<file path="config.mk">
export PLATFORM = sky130hd
export DESIGN_NAME = sst_queue
export DESIGN_NICKNAME = d
export VERILOG_FILES = /design/src/sst_pkg.sv /design/src/sst_queue.sv
export SDC_FILE = /design/constraint.sdc
export NUM_CORES = 1
export LEC_CHECK = 0
export BUFFER_PORTS_ARGS = -buffer_cell sky130_fd_sc_hd__clkbuf_2
export CAP_MARGIN = 20
export CORE_ASPECT_RATIO = 1.2
export CORE_MARGIN = 2
export CORE_UTILIZATION = 45
export DETAILED_ROUTE_END_ITERATION = 16
export PLACE_DENSITY = 0.71
export SETUP_SLACK_MARGIN = 0.5
export SKIP_CTS_REPAIR_TIMING = 1
export SYNTH_ARGS = -nofsm -noshare
export SYNTH_HDL_FRONTEND = slang
export SYNTH_SLANG_ARGS = --single-unit
</file>
<file path="constraint.sdc">
create_clock -name clk -period 2.2 [get_ports clk]
set_clock_uncertainty 0.15 [all_clocks]
set_input_delay 0.11 -clock clk [delete_from_list [all_inputs] [get_ports clk]]
set_output_delay 0.11 -clock clk [all_outputs]
set_load 0.02 [all_outputs]
</file>
<file path="src/sst_pkg.sv">
// Shared types and constants for the shortest-path block.
package sst_pkg;

	localparam int NODE_W = 7;
	localparam int WEIGHT_W = 32;
	localparam int QUEUE_DEPTH = 4;

	localparam logic signed [WEIGHT_W-1:0] INT_MAX = 32'sh7FFF_FFFF;
	localparam logic signed [WEIGHT_W-1:0] INT_MIN = 32'sh8000_0000;

	// One stored edge
	typedef struct packed {
		logic signed [WEIGHT_W-1:0] edge_weight;
		logic [NODE_W-1:0]          to_node;
		logic [NODE_W-1:0]          from_node;
	} edge_t;

	// One classified input word on its way to the back end
	typedef struct packed {
		edge_t edge_data;
		logic  keep;       // room left in the edge list
		logic  last_edge;  // run the search after this word
	} item_t;

	// One reported node
	typedef struct packed {
		logic [NODE_W-1:0]          node_number;
		logic signed [WEIGHT_W-1:0] path_length;
		logic                       is_reachable;
		logic                       last_node;
	} result_t;

endpackage

</file>
<file path="src/sst_queue.sv">
// Short queue between the input stage and the search engine.
module sst_queue
	import sst_pkg::*;
(
	input  logic  clk,
	input  logic  arst_n,
	input  logic  push_valid,
	output logic  push_ready,
	input  item_t push_item,
	output logic  pop_valid,
	input  logic  pop_ready,
	output item_t pop_item
);

	localparam int PW = $clog2(QUEUE_DEPTH);
	localparam int CW = $clog2(QUEUE_DEPTH + 1);

	item_t          slot_q [QUEUE_DEPTH];
	logic [PW-1:0]  wr_ptr_q;
	logic [PW-1:0]  rd_ptr_q;
	logic [CW-1:0]  count_q;
	logic           push;
	logic           pop;

	assign push_ready = (count_q != CW'(QUEUE_DEPTH));
	assign pop_valid  = (count_q != '0);
	assign pop_item   = slot_q[rd_ptr_q];
	assign push       = push_valid && push_ready;
	assign pop        = pop_valid && pop_ready;

	// Advance pointers and occupancy
	always_ff @(posedge clk or negedge arst_n) begin
		if (!arst_n) begin
			wr_ptr_q <= '0;
			rd_ptr_q <= '0;
			count_q  <= '0;
		end else begin
			if (push) begin
				wr_ptr_q <= wr_ptr_q + PW'(1);
			end
			if (pop) begin
				rd_ptr_q <= rd_ptr_q + PW'(1);
			end
			if (push && !pop) begin
				count_q <= count_q + CW'(1);
			end else if (pop && !push) begin
				count_q <= count_q - CW'(1);
			end
		end
	end

	always_ff @(posedge clk) begin
		if (push) begin
			slot_q[wr_ptr_q] <= push_item;
		end
	end

endmodule

</file>
==> parameters.txt <==
Parameter                              Value

Run status
  Status ... finished clean

Worst setup path
  CP startpoint kind ... flop
  Required time reported for the critical path endpoint ... 1.94 ns
  Cell chain of the critical path ... buf_12, clkbuf_16, mux4_2, buf_6
  Category of the worst setup path capture point ... output port
  FF-to-FF setup slack ... 0.13 ns
  Worst R2R End ... count_q[2]
  CP Class ... reg -> out
  Worst R2R Start ... count_q[1]
  Standard cell with the maximum stage delay on the critical path ... sky130_fd_sc_hd__mux4_2
  Highest net fanout along the worst path ... 8
  Critical Path AT ... 1.90 ns
  Delay contributed by the slowest stage of the critical path ... 0.55 ns
  R2R cell count ... 8
  Worst setup startpoint ... rd_ptr_q[0]

Synthesis
  Syn Inst Count ... 286
  Syn Std Cell Area ... 0.00739 sq mm
  Synthesis warning total ... 0
  Synthesis-stage register bit count ... 199
  Seq/Total Area, Yosys ... 80.4%
  Unique masters post-synth ... 19
  Avg Inst Size Synth ... 25.8 sq um
  Nets in the synthesized netlist ... 344

Power and ir drop
  Proportion of power drawn by flip-flops and latches ... 37.1%
  Pwr Density ... 1390 mW/mm^2
  IR drop worst, VDD ... 0.000703 V
  Cell-internal power ... 9.66 mW
  Leak ... 3.60 nW
  Switching power share of the total ... 31.2%
  Comb power frac ... 41.1%
  Clock group share of total power ... 21.7%
  Psw ... 4.38 mW

Worst hold path
  Hold EP ... count_q[0]
  Hold wc startpoint ... push_valid
  Class of the most critical hold timing path ... in -> reg
  Min-Delay Path Depth ... 4

Clocking
  Cell chosen for the clock root ... sky130_fd_sc_hd__clkbuf_16
  Clock slew at reported path FFs ... 0.07 ns
  CTS tree ... built
  Max Buffers Root-to-Sink ... 2
  Latest clock arrival within the worst-skew pair ... 0.43 ns
  Total CTS buffers ... 17
  Maximum level of the CTS H-tree ... 4
  Clock sinks ... 199

Cells and area
  Most frequent cells in the layout ... sky130_fd_sc_hd__edfxtp_1, sky130_fd_sc_hd__clkbuf_2, sky130_fd_sc_hd__dlygate4sd3_1
  Post-route design area ... 0.0101 sq mm
  Util after Layout ... 62.7%
  Fill count ... 1092
  Storage element area ... 0.00595 sq mm
  Synth-to-layout area growth ... 37.0%
  Total area of multi-input combinational cells ... 0.00134 sq mm
  Most common cell after layout, fill and taps aside ... sky130_fd_sc_hd__edfxtp_1
  Net count reported at finish ... 545
  Fraction of final layout cells sized beyond drive strength 1 ... 47.4%
  Diodes inserted ... 0

Floorplan
  Total number of placement rows ... 51
  Die Width ... 121 um
  Initial Utilization ... 45.8%
  Total Die Area ... 0.0175 sq mm
  Vert. Die Dim ... 144 um
  Number of primary I/O pins ... 102
  Core Area ... 0.0161 sq mm

Route
  Remaining routing DRC violations ... 0
  Average vias per placed instance ... 5.13
  DRT Wirelength ... 14900 um
  Iteration count of the initial detailed-routing pass ... 6
  Average wire per cell in the routed design ... 20.9 um
  Count of nets left with antenna violations after detail routing ... 0
  Starting DRC count in detailed routing ... 247
  Total number of vias ... 3651

Placement
  Count of port buffers added during placement ... 101
  Final Wtd Congestion ... 0.714
  Placement-stage cell area ... 0.00832 sq mm
  Pre-CTS setup slack ... 0.143 ns
  HPWL after detailed placement ... 8000 um

STA
  Portion of the clock cycle consumed by the worst path in the final layout ... 98.2%
  Worst slew margin relative to its limit ... 76.7%
  Number of failing hold endpoints at the final stage ... 0
  Worst Slack Setup Final ... 0.0391 ns
  Highest clock rate ... 463 MHz
  RSZ-0062 raised after global routing ... yes
  Time the final worst path needs with I/O delays and setup ... 2.16 ns
  Count of final max-slew check failures ... 0
  Slew at the pin closest to its max-slew limit ... 0.348 ns
  Setup-failing EPs final ... 0

Run
  Max cap viols ... 0

Global route
  Largest net degree at the start of global routing ... 49
  Most used routing layer ... met2
  Wire length of the first global-routing pass ... 19500 um
  Total congestion overflow ... 0
  Met2 track demand over resource in global routing ... 27.4%
  Total routing resource utilization after global routing ... 15.6%
  Antenna violations before repair ... 0
  Met1 Usage GRT ... 18.1%
  Met3 Usage GRT ... 4.73%
  Number of global-route vias before repair ... 3572
-- critical path: cells and delay by family, from the launching register on --
kind	cells	cell delay, ns
buffers and inverters	3	0.49
multiplexers	1	0.55
flip-flops	1	0.43
-- state kept, by name (all words and copies together) (netlist names) --
| name | flops |
|---|---|
| wr_ptr_q | 2 |
| rd_ptr_q | 2 |
| slot_q | 192 |
| count_q | 3 |
-- worst max path at each step --
| stage | slack, ns | to |
|---|---|---|
| global placement | 0.21 | count_q[2] |
| finish | 0.04 | pop_item[34] |
| CTS | -0.14 | pop_item[47] |
| detailed placement | 0.14 | count_q[2] |
| global route | -0.02 | pop_item[34] |
| floorplan | 0.14 | count_q[2] |
-- per-stage QoR --
step / TNS (ns) / std cells / hold WS (ns) / total power [mW]
6_report: 0 / 712 / 0.114 / 14.0
5_1_grt: -0.0150 / 712 / 0.128 / 14.6
4_1_cts: -3.43 / 635 / -0.655 / 12.7
3_5_place_dp: 0 / 603 / -0.184 / 9.63
3_3_place_gp: 0 / 603 / -0.186 / 9.52
2_1_floorplan: 0 / 286 / -0.336 / 8.24
-- final cells by class --
type / instances / share of cell area [%]
clock buffer: 17 / 4.20
sequential: 199 / 58.7
inverter: 3 / 0.111
clock inverter: 15 / 1.61
timing repair buffer: 193 / 19.5
tap: 212 / 2.62
multi-input combinational: 73 / 13.2
-- synthesized netlist by cell type --
cell | count | area share (%)
sky130_fd_sc_hd__nor2_1 | 2 | 0.10
sky130_fd_sc_hd__edfxtp_1 | 192 | 78
sky130_fd_sc_hd__ha_1 | 5 | 0.85
sky130_fd_sc_hd__a21boi_2 | 1 | 0.15
sky130_fd_sc_hd__buf_4 | 1 | 0.10
sky130_fd_sc_hd__mux4_2 | 48 | 15
sky130_fd_sc_hd__dfrtp_1 | 7 | 2.4
sky130_fd_sc_hd__fa_1 | 1 | 0.27
sky130_fd_sc_hd__xnor2_1 | 4 | 0.47
sky130_fd_sc_hd__nand2_1 | 2 | 0.10
sky130_fd_sc_hd__or3_1 | 1 | 0.085
sky130_fd_sc_hd__mux2_2 | 2 | 0.30
sky130_fd_sc_hd__buf_6 | 1 | 0.15
sky130_fd_sc_hd__nand3_1 | 1 | 0.068
sky130_fd_sc_hd__xor2_1 | 2 | 0.24
sky130_fd_sc_hd__and2_1 | 4 | 0.34
sky130_fd_sc_hd__buf_12 | 5 | 1.4
sky130_fd_sc_hd__buf_2 | 4 | 0.27
sky130_fd_sc_hd__inv_1 | 3 | 0.15
-- per-layer routing --
| layer | wire, um | share of wire (%) |
|---|---|---|
| met2 | 8220 | 55 |
| met4 | 229 | 1.5 |
| met3 | 455 | 3.1 |
| met5 | 0 | 0 |
| met1 | 6000 | 40 |
-- cells by family after synthesis --
group	synth area share [%]
simple gates	0.694
flops	80.4
fa+ha+maj	1.12
compound gates	0.152
buf+inv	2.03
xor+xnor	0.711
mux	14.9
-- power groups by stage --
stage / sequential, mW / clock [mW] / combinational, mW
3_3_place_gp: 5.31 / 0 / 4.21
3_5_place_dp: 5.37 / 0 / 4.26
2_1_floorplan: 5.24 / 0 / 3.00
4_1_cts: 5.29 / 3.12 / 4.28
5_1_grt: 5.27 / 3.26 / 6.08
6_report: 5.22 / 3.05 / 5.78
No activity file was read; power rests on OpenSTA's default activity.
