==> config.mk <==
export PLATFORM = sky130hd
export DESIGN_NAME = sst_front
export DESIGN_NICKNAME = d
export VERILOG_FILES = /design/src/sst_pkg.sv /design/src/sst_front.sv
export SDC_FILE = /design/constraint.sdc
export NUM_CORES = 1
export LEC_CHECK = 0
export BUFFER_PORTS_ARGS = -buffer_cell sky130_fd_sc_hd__buf_2
export CORE_MARGIN = 5
export CORE_UTILIZATION = 40
export DETAILED_ROUTE_END_ITERATION = 10
export PLACE_DENSITY = 0.72
export REMOVE_ABC_BUFFERS = 1
export SYNTH_ARGS = -nofsm -noshare
export SYNTH_HDL_FRONTEND = slang
export SYNTH_SLANG_ARGS = --single-unit
==> constraint.sdc <==
create_clock -name clk -period 2.35 [get_ports clk]
set_input_delay 0.47 -clock clk [delete_from_list [all_inputs] [get_ports clk]]
set_output_delay 0.47 -clock clk [all_outputs]
set_load 0.02 [all_outputs]
==> src/sst_pkg.sv <==
// Shared types and constants for the shortest-path block.
package sst_pkg;

	localparam int NODE_W = 7;
	localparam int WEIGHT_W = 32;
	localparam int QUEUE_DEPTH = 4;

	localparam logic signed [WEIGHT_W-1:0] INT_MAX = 32'sh7FFF_FFFF;
	localparam logic signed [WEIGHT_W-1:0] INT_MIN = 32'sh8000_0000;

	// One stored edge
	typedef struct packed {
		logic signed [WEIGHT_W-1:0] edge_weight;
		logic [NODE_W-1:0]          to_node;
		logic [NODE_W-1:0]          from_node;
	} edge_t;

	// One classified input word on its way to the back end
	typedef struct packed {
		edge_t edge_data;
		logic  keep;       // room left in the edge list
		logic  last_edge;  // run the search after this word
	} item_t;

	// One reported node
	typedef struct packed {
		logic [NODE_W-1:0]          node_number;
		logic signed [WEIGHT_W-1:0] path_length;
		logic                       is_reachable;
		logic                       last_node;
	} result_t;

endpackage

==> src/sst_front.sv <==
// Input stage: accept edge words, mark whether each fits in the edge list.
module sst_front
	import sst_pkg::*;
#(
	parameter int MAX_EDGES = 256
) (
	input  logic  clk,
	input  logic  arst_n,
	input  logic  in_valid,
	output logic  in_ready,
	input  edge_t in_edge,
	input  logic  in_last,
	output logic  push_valid,
	input  logic  push_ready,
	output item_t push_item
);

	localparam int ECW = $clog2(MAX_EDGES + 1);

	logic [ECW-1:0] fill_q;
	logic           valid_s1;
	item_t          item_s1;
	logic           take;
	logic           keep;

	assign in_ready   = !valid_s1 || push_ready;
	assign take       = in_valid && in_ready;
	assign keep       = (fill_q != ECW'(MAX_EDGES));
	assign push_valid = valid_s1;
	assign push_item  = item_s1;

	// Track the list fill and hold the classified word until the queue takes it
	always_ff @(posedge clk or negedge arst_n) begin
		if (!arst_n) begin
			fill_q   <= '0;
			valid_s1 <= 1'b0;
		end else begin
			if (take) begin
				valid_s1 <= 1'b1;
				if (in_last) begin
					fill_q <= '0;
				end else if (keep) begin
					fill_q <= fill_q + ECW'(1);
				end
			end else if (push_ready) begin
				valid_s1 <= 1'b0;
			end
		end
	end

	always_ff @(posedge clk) begin
		if (take) begin
			item_s1.edge_data <= in_edge;
			item_s1.keep      <= keep;
			item_s1.last_edge <= in_last;
		end
	end

endmodule

==> impl_metrics.yaml, run 1 <==
synthesis:
  muxShareOfSynthArea: 0
  yosys_register_bits: 58
  synth_cells: 109
  synth_fa_ha_area_frac: 0.01232
  synth_top_area_share: 0.7094
  yosysWarnings: 0
  ys_top_cells_by_area: "edfxtp_1 (71%), dfrtp_1 (12%), a221o_1 (1.5%)"
  synth_seq_area_share: 0.8325
  synth-compound-area-share: 0.05727
  yosysTopAreaCell: "edfxtp_1"
  synthSimpleGateAreaFrac: 0.08559
  synth_top_family_by_area: "simple AND/OR/NAND/NOR gates"
  avgSynthCellArea_um2: 18.64
  syn-cell-area_um2: 2032
  ys_types: 29
  synth_xor_area_frac: 0
worst_setup_path:
  reg2reg_depth: 4
  start_kind: "flop"
  crit_type: "reg2reg"
  cp.required_ns: 2.36
  crit_start: "push_valid"
  crit_arrival_ns: 1.52
  r2r-start: "push_valid"
  r2r-end: "push_item[33]"
  path_max_fanout: 50
  endpoint: "push_item[33]"
  cp-end-kind: "flop"
  r2r_slack_ns: 0.84
clock_network:
  clkTransAtPathRegs_ns: 0.07
  clock_sinks: 58
  postCtsSetupBuffers: 0
  cts_made_buffers: 9
  ctsResizeCount: 0
  hold_buffers: 1
  tritoncts: "done"
  cts.path.max_buffers: 2
  worstSkewPairLatency_ns: 0.32
  cts_root_buffer: "clkbuf_8"
  htree_levels: 3
sta:
  fin_crit_sh: 0.6428
  fin_setup_tns_ns: 0
  fmax_ghz: 0.6620
  slew_headroom: 0.7442
  hold_viol_final: 0
  fin_skew_ns: 0.006992
  rsz0062_at_grt: "no"
  worst_pin_slew_ns: 0.3827
  setup_viol: 0
  slew_viol_final: 0
  setup_ws_ns: 0.8394
  fin_crit_ns: 1.511
power_and_ir_drop:
  leakagePower_nw: 1.177
  worst_ir_drop_vdd_mv: 0.3691
  power_density_nw_per_um2: 839.3
die:
  dieHeight_um: 81.28
  design.core.area_um2: 5010
  pin_count: 101
  die_area_um2: 6606
  start_util: 0.4056
  die_w_um: 81.28
  num_rows: 26
grt:
  grt_max_degree: 51
  overflow: 0
  first_global_vias: 1260
  grt_pass1_wl_mm: 6.044
  antenna_found_initial: 0
  grt_use_total: 0.1274
drt:
  routed_wl_mm: 4.098
  dr_total_vias: 1361
  via_per_inst: 4.629
  ant_nets: 0
  drc_errors: 0
  wl_per_cell_um: 13.94
  first_pass_iters: 4
  drt_iter0_drc: 88
layout:
  syn2layout_area_growth_pct: 38.05
  drive_gt1_frac: 0.5491
  final_area_um2: 2805
  final_util: 0.5599
  fillCellCount: 416
  diodes: 0
  final_cell_mix: "buf_2 (100), edfxtp_1 (48), dfrtp_1 (10), clkbuf_8 (9)"
  nets: 272
  fin_cells: 294
  layout.cells.most_common: "buf_2"
placement:
  place_ws_ns: 0.5982
  place_hpwl_mm: 3.018
  placedInstanceArea_um2: 2626
  place.gp.congestion: 0.7660
  port_buffers: 100
  place_inst: 277
run_status:
  outcome: "finished clean"
min_path:
  hp-class: "in2reg"
run:
  cap_violations: 0
==> per-stage QoR <==
step | power [mW] | hold WS (ns)
6_report | 2.354 | 0.3136
5_1_grt | 2.488 | 0.2843
4_1_cts | 2.382 | 0.3040
3_5_place_dp | 1.614 | 0.3495
3_3_place_gp | 1.606 | 0.3498
2_1_floorplan | 1.476 | 0.1744
==> registers in the layout, summed over array words and instances (netlist names) <==
name	count
push_item	48
fill_q	9
push_valid	1
==> critical path, stage by stage, from the launching register on <==
cell      delay, ns
dfrtp_1        0.38
nand2b_1       0.10
nand2_1        0.25
inv_2          0.17
buf_12         0.25
==> worst min-delay path by stage <==
stage                           start             to  slack (ns)  cells past startpoint
after CTS                 in_edge[13]  push_item[15]        0.30                      1
after floorplan                arst_n      fill_q[0]        0.17                      0
after global placement         arst_n      fill_q[2]        0.35                      1
after detailed placement       arst_n      fill_q[2]        0.35                      1
final                     in_edge[14]  push_item[16]        0.31                      1
after global routing      in_edge[11]  push_item[13]        0.28                      1
==> layer usage <==
layer,part of all wire,up-vias,GRT usage
li1,-,654,-
met3,0.12,6,0.06430
met2,0.46,75,0.1954
met5,0,-,0
met4,0.011,0,0.05068
met1,0.41,626,0.1520
==> cell usage after synthesis, drive strengths merged <==
cell type and number:
inv 3, o31ai 3, a31oi 1, nand4 2, o21ai 5, and4 1
clkbuf 1, nand3 4, dfrtp 10, nand2 3, a221o 3, nor2b 3
ha 2, edfxtp 48, nand3b 1, nor2 3, o311ai 1, a21oi 2
o211a 1, nand2b 3, and3 2, buf 2, nor4 4, nand4b 1
==> area by class of cell <==
class | instances | area (um2) | area share
multi-input cells | 45 | 315.3 | 0.1124
flip-flops and latches | 58 | 1692 | 0.6030
clock inverters | 7 | 45.04 | 0.01606
well taps | 70 | 87.58 | 0.03122
repair buffers | 102 | 530.5 | 0.1891
clock buffers | 9 | 123.9 | 0.04416
inverters | 3 | 11.26 | 0.004014
==> kinds of logic (layout without fill, tap and decap cells) <==
group,Yosys count,in the layout
and+or+nand+nor,27,27
DFF,58,58
adders and majority gates,2,2
AOI/OAI and AO/OA,16,16
buffers and inverters,6,121
==> power breakdown <==
group	internal [mW]	switching, mW
combinational	0.130	0.182
sequential	1.21	0.0653
clock	0.377	0.389
total	1.72	0.636
Power figures use the tool's default switching activity.
==> inputs of run 2 (changes only) <==
--- a/config.mk
+++ b/config.mk
@@ -5,11 +5,12 @@
 export SDC_FILE = /design/constraint.sdc
 export NUM_CORES = 1
 export LEC_CHECK = 0
+export ABC_AREA = 1
 export BUFFER_PORTS_ARGS = -buffer_cell sky130_fd_sc_hd__buf_2
 export CORE_MARGIN = 5
 export CORE_UTILIZATION = 40
 export DETAILED_ROUTE_END_ITERATION = 10
-export PLACE_DENSITY = 0.72
+export PLACE_DENSITY = 0.74
 export REMOVE_ABC_BUFFERS = 1
 export SYNTH_ARGS = -nofsm -noshare
 export SYNTH_HDL_FRONTEND = slang
==> constraint.sdc (replaced) <==
create_clock -name clk -period 1.27 [get_ports clk]
set_input_delay 0.254 -clock clk [delete_from_list [all_inputs] [get_ports clk]]
set_output_delay 0.254 -clock clk [all_outputs]
set_load 0.02 [all_outputs]
==> run 2 against run 1 <==
The flow now finishes with violations (negative setup slack). Clock power increased by 110%. Die area up 4.0%. Fmax is 13% higher. Sequential share of layout area decreased by 6.1 points. Register-to-register slack lost 0.90 ns. Power rose by 88%. Design area rose by 11%. Critical path type unchanged. Critical endpoint is now fill_q[2]. Largest cell class unchanged.
==> impl_metrics.yaml, run 2 <==
synthesis:
  synth_xor_area_frac: 0.008245
  yosysTopAreaCell: "edfxtp_1"
  yosys_register_bits: 58
  ys_types: 20
  synth-async-reset-ratio: 0.1724
  synth_edf_count: 48
  synth_cells: 147
  synth_common_cells: "edfxtp_1 (48), nand2_1 (46), inv_1 (13)"
  synth_top_family_by_area: "simple AND/OR/NAND/NOR gates"
  synth-compound-area-share: 0.005889
  synth_seq_area_share: 0.7962
  synth_top_area_share: 0.6784
  synth_fa_ha_area_frac: 0.01178
  yosysWarnings: 0
  syn-cell-area_um2: 2125
  synthSimpleGateAreaFrac: 0.1449
  muxShareOfSynthArea: 0
  ys.flop_type: "edfxtp_1"
  avgSynthCellArea_um2: 14.45
  ys_top_cells_by_area: "edfxtp_1 (68%), dfrtp_1 (12%), nand2_1 (8.1%)"
  synth.most_common_cell: "edfxtp_1"
worst_setup_path:
  start_kind: "flop"
  cp.required_ns: 1.54
  crit_arrival_ns: 1.60
  crit_type: "reg2reg"
  path_max_fanout: 5
  cp-end-kind: "flop"
die:
  die_area_um2: 6869
  start_util: 0.4133
  dieHeight_um: 82.88
  pin_count: 101
  design.core.area_um2: 5140
  die_w_um: 82.88
  num_rows: 26
sta:
  setup_ws_ns: -0.06320
  setup_viol: 9
  slew_viol_final: 0
  hold_viol_final: 0
  fmax_ghz: 0.7501
  slew_headroom: 0.8381
  fin_crit_ns: 1.333
  fin_skew_ns: 0.006681
  worst_pin_slew_ns: 0.2428
  rsz0062_at_grt: "yes"
  fin_crit_sh: 1.050
clock_network:
  tritoncts: "done"
  htree_levels: 3
  cts_root_buffer: "clkbuf_8"
  clkTransAtPathRegs_ns: 0.07
  clock_sinks: 58
  cts.path.max_buffers: 2
  worstSkewPairLatency_ns: 0.32
  cts_made_buffers: 9
grt:
  antenna_found_initial: 0
  grt_busiest_layer: "met2"
  grt_use_met2: 0.2478
  grt_max_degree: 17
  grtUsageMet3: 0.06040
  grt_pass1_wl_mm: 7.955
  overflow: 0
  use_met1: 0.1729
  first_global_vias: 1553
  grt_use_total: 0.1501
run_status:
  violations: "negative setup slack"
  outcome: "finished with violations"
placement:
  port_buffers: 100
  place.gp.congestion: 0.8059
  place_hpwl_mm: 3.728
drt:
  first_pass_iters: 4
  drc_errors: 0
  wl_per_cell_um: 14.97
  ant_nets: 0
  dr_total_vias: 1544
  routed_wl_mm: 5.226
  drt_iter0_drc: 47
  via_per_inst: 4.424
layout:
  fillCellCount: 434
  regArea_um2: 1693
  final_util: 0.6078
  final_cell_mix: "buf_2 (100), edfxtp_1 (48), nand2_1 (39), buf_4 (11), inv_1 (10)"
  multi_input_area_um2: 450.4
  layout.cells.most_common: "buf_2"
  largest_reg_flops: 48
  syn2layout_area_growth_pct: 47.06
  diodes: 0
  drive_gt1_frac: 0.5663
  nets: 327
run:
  cap_violations: 0
power_and_ir_drop:
  power_mw: 4.423
  leakagePower_nw: 1.434
  worst_ir_drop_vdd_mv: 0.5700
  power_density_nw_per_um2: 1416
min_path:
  hp-class: "in2reg"
[run 2: changes by cell type after synthesis, sizes merged, moves of 4 or more]
| cell | change |
|---|---|
| nand2 | +48 |
| nor4 | -4 |
| inv | +11 |
| nor2 | +8 |
| o21ai | -5 |
[run 2: routing by layer]
layer,share of wire,up-vias
li1,-,747
met1,0.39,701
met2,0.51,83
met3,0.079,13
met4,0.020,0
met5,0,-
[run 2: through the flow]
| stage | instances | TNS (ns) | setup slack, ns | area (um2) | hold WS [ns] |
|---|---|---|---|---|---|
| floorplan | 147 | -8.347 | -0.1615 | 2125 | -0.04159 |
| global placement | 324 | 0 | 0.003723 | 2790 | 0.1281 |
| detailed placement | 324 | -0.2047 | -0.03544 | 2790 | 0.1315 |
| CTS | 345 | -0.2689 | -0.04118 | 3050 | 0.07962 |
| global route | 349 | -1.018 | -0.1314 | 3124 | 0.07902 |
| finish | 349 | -0.4085 | -0.06320 | 3124 | 0.09555 |
[run 2: worst paths after layout]
| path | from | endpoint | slack, ns | cells after the start |
|---|---|---|---|---|
| worst max-delay path | fill_q[0] | fill_q[2] | -0.06 | 10 |
| worst min-delay path | in_edge[10] | push_item[12] | 0.1 | 1 |
| worst max register to register | fill_q[0] | fill_q[2] | -0.06 | 10 |
| worst min register to register | push_valid | push_valid | 0.52 | 2 |
| max in group asynchronous | arst_n | fill_q[0] | 0.74 | 2 |
| min in group asynchronous | arst_n | fill_q[8] | 0.32 | 2 |
[run 2: kinds of logic (layout without fill, tap and decap cells)]
logic type,after synthesis,after routing
buf+inv,15,146
flops,58,58
simple gates,68,69
fa+ha+maj,2,2
xor+xnor,2,2
compound gates,2,2
[run 2: cell type report]
| type | count | share of cell area |
|---|---|---|
| sequential | 58 | 0.5418 |
| timing repair buffer | 114 | 0.2026 |
| multi-input combinational | 75 | 0.1442 |
| clock buffer | 10 | 0.04085 |
| tap | 70 | 0.02803 |
| inverter | 15 | 0.02243 |
| clock inverter | 6 | 0.01842 |
| timing repair inverter | 1 | 0.001602 |
[run 2: power by group]
part	total [mW]	switching [mW]	internal, mW
registers	2.25	0.0454	2.20
clock network	1.58	0.687	0.888
logic	0.603	0.349	0.254
total	4.42	1.08	3.34
[run 2: critical path: stages (launching register included)]
cell and delay [ns]:
dfrtp_2 0.43, inv_2 0.09, ha_4 0.14, nand2_4 0.05, inv_2 0.05, nand2_2 0.05
nor2_4 0.14, nand2_4 0.08, nand2_4 0.11, nand2_1 0.06, nand2_1 0.06
[run 2: timing repair]
action,in CTS,in global routing
endpoints found under the setup margin,9,55
hold buffers,1,0
gates resized for setup,8,15
pin swaps,4,11
hold endpoints to repair,10,0
gates cloned,1,1
setup buffers,3,3
==> inputs of run 3 (changes only) <==
--- a/config.mk
+++ b/config.mk
@@ -6,11 +6,11 @@
 export NUM_CORES = 1
 export LEC_CHECK = 0
 export ABC_AREA = 1
-export BUFFER_PORTS_ARGS = -buffer_cell sky130_fd_sc_hd__buf_2
 export CORE_MARGIN = 5
 export CORE_UTILIZATION = 40
 export DETAILED_ROUTE_END_ITERATION = 10
-export PLACE_DENSITY = 0.74
+export DONT_BUFFER_PORTS = 1
+export PLACE_DENSITY = 0.57
 export REMOVE_ABC_BUFFERS = 1
 export SYNTH_ARGS = -nofsm -noshare
 export SYNTH_HDL_FRONTEND = slang
==> run 3 against run 2 <==
The run still ends with negative setup slack left. Critical path depth did not move. Fmax rose by 0.85%. Clock skew rose by 0.0019 ns. Core utilization fell by 3.2 points. Largest cell class unchanged.
==> impl_metrics.yaml, run 3 (synthesis gave the netlist of run 2 again) <==
run_status:
  outcome: "finished with violations"
  violations: "negative setup slack"
sta:
  rsz0062_at_grt: "yes"
  hold_viol_final: 0
  slew_headroom: 0.6859
  setup_viol: 9
  worst_pin_slew_ns: 0.4696
  fin_crit_ns: 1.322
  hold-worst-slack_ns: 0.02983
  slew_viol_final: 0
  setup_ws_ns: -0.05193
  fmax_ghz: 0.7565
  fin_setup_tns_ns: -0.2732
  fin_crit_sh: 1.041
  fin_skew_ns: 0.008570
min_path:
  hp-class: "in2reg"
  whs_endpoint: "push_item[11]"
  hold_depth: 0
  min_from: "in_edge[9]"
power_and_ir_drop:
  leakagePower_nw: 1.180
  netSwitchingFraction: 0.2216
  seq_power_share: 0.532
  worst_ir_drop_vdd_mv: 0.7260
  clockPowerShare: 0.376
  comb_power_share: 0.092
  power_mw: 4.487
  power_density_nw_per_um2: 1517
  p_int_mw: 3.493
  p_sw_mw: 0.9943
drt:
  drc_errors: 0
  drt_iter0_drc: 64
  via_per_inst: 4.663
  routed_wl_mm: 4.770
  first_pass_iters: 4
  dr_total_vias: 1287
  ant_nets: 0
  wl_per_cell_um: 17.28
worst_setup_path:
  start_kind: "flop"
  r2r-end: "fill_q[7]"
  crit_type: "reg2reg"
  crit_arrival_ns: 1.59
  r2r_slack_ns: -0.05
  cp-end-kind: "flop"
  reg2reg_depth: 10
  r2r-start: "fill_q[0]"
  cp.required_ns: 1.53
  path_max_fanout: 5
layout:
  nets: 256
  diodes: 0
  layout.cells.most_common: "edfxtp_1"
  fin_cells: 276
  syn2layout_area_growth_pct: 39.22
  final_area_um2: 2958
  final_util: 0.5755
  largest_reg_flops: 48
  drive_gt1_frac: 0.3058
  final_cell_mix: "edfxtp_1 (48), nand2_1 (33), dlygate4sd3_1 (27), nand2_2 (15), buf_4 (11)"
die:
  design.core.area_um2: 5140
  start_util: 0.4133
  dieHeight_um: 82.88
  pin_count: 101
  die_area_um2: 6869
  num_rows: 26
  die_w_um: 82.88
clock_network:
  clock_sinks: 58
  worstSkewPairLatency_ns: 0.32
  cts_made_buffers: 9
  cts_root_buffer: "clkbuf_8"
  cts.path.max_buffers: 2
  tritoncts: "done"
  htree_levels: 3
  clkTransAtPathRegs_ns: 0.06
grt:
  first_global_vias: 1223
  grt_max_degree: 18
  grt_pass1_wl_mm: 6.886
  antenna_found_initial: 0
  grt_use_total: 0.1341
  overflow: 0
placement:
  place_ws_ns: -0.03506
  port_buffers: 0
  place_inst: 226
  place.gp.congestion: 0.8741
  placedInstanceArea_um2: 2317
  place_hpwl_mm: 3.274
run:
  cap_violations: 0
## run 3: cell count changes in the layout (fill, tap and decap cells not counted), sizes merged
cell	change
inv	+1
clkinvlp	-2
clkinv	-1
buf	-97
dlygate4sd3	+26
## run 3: how the worst max path moves through the flow
stage                from        end  slack [ns]
2_1_floorplan  push_valid  fill_q[3]       -0.16
3_3_place_gp    fill_q[1]  fill_q[2]        0.05
3_5_place_dp    fill_q[1]  fill_q[4]       -0.04
4_1_cts         fill_q[0]  fill_q[0]       -0.04
5_1_grt         fill_q[0]  fill_q[0]       -0.14
6_report        fill_q[0]  fill_q[7]       -0.05
## run 3: final cells by class
cell class	instances	area (um2)
timing repair buffer	44	460.4
inverter	15	63.81
clock buffer	9	123.9
multi-input combinational	75	457.9
fill	416	2182
tap	70	87.58
clock inverter	5	71.32
sequential	58	1693
## run 3: layer usage
layer | GRT usage | wire length [um] | vias up
li1 | - | - | 606
met1 | 0.1422 | 1762 | 610
met2 | 0.2165 | 2582 | 64
met3 | 0.06634 | 355 | 7
met4 | 0.07578 | 69 | 0
met5 | 0 | 0 | -
## run 3: power by group through the flow
| stage | sequential (mW) | combinational (mW) | clock, mW |
|---|---|---|---|
| 6_report | 2.39 | 0.413 | 1.69 |
| 2_1_floorplan | 2.41 | 0.112 | 0 |
| 3_5_place_dp | 2.43 | 0.212 | 0 |
| 3_3_place_gp | 2.42 | 0.202 | 0 |
| 4_1_cts | 2.39 | 0.257 | 1.74 |
| 5_1_grt | 2.40 | 0.449 | 1.84 |
## run 3: worst max-delay path, cell delays in order, from the launching register on
cell,delay [ns]
dfrtp_1,0.42
inv_2,0.09
ha_4,0.13
nand2_4,0.04
inv_2,0.05
nand2_2,0.05
nor2_4,0.15
nand2_4,0.08
nand2_4,0.12
nand2_2,0.07
nand2_1,0.06
## run 3: timing repair
action,in CTS,in global routing
endpoints found under the setup margin,9,38
hold buffers,1,26
cloned,1,1
pin swaps,0,15
hold endpoints to repair,10,26
gates resized for setup,3,28
buffers inserted,3,4
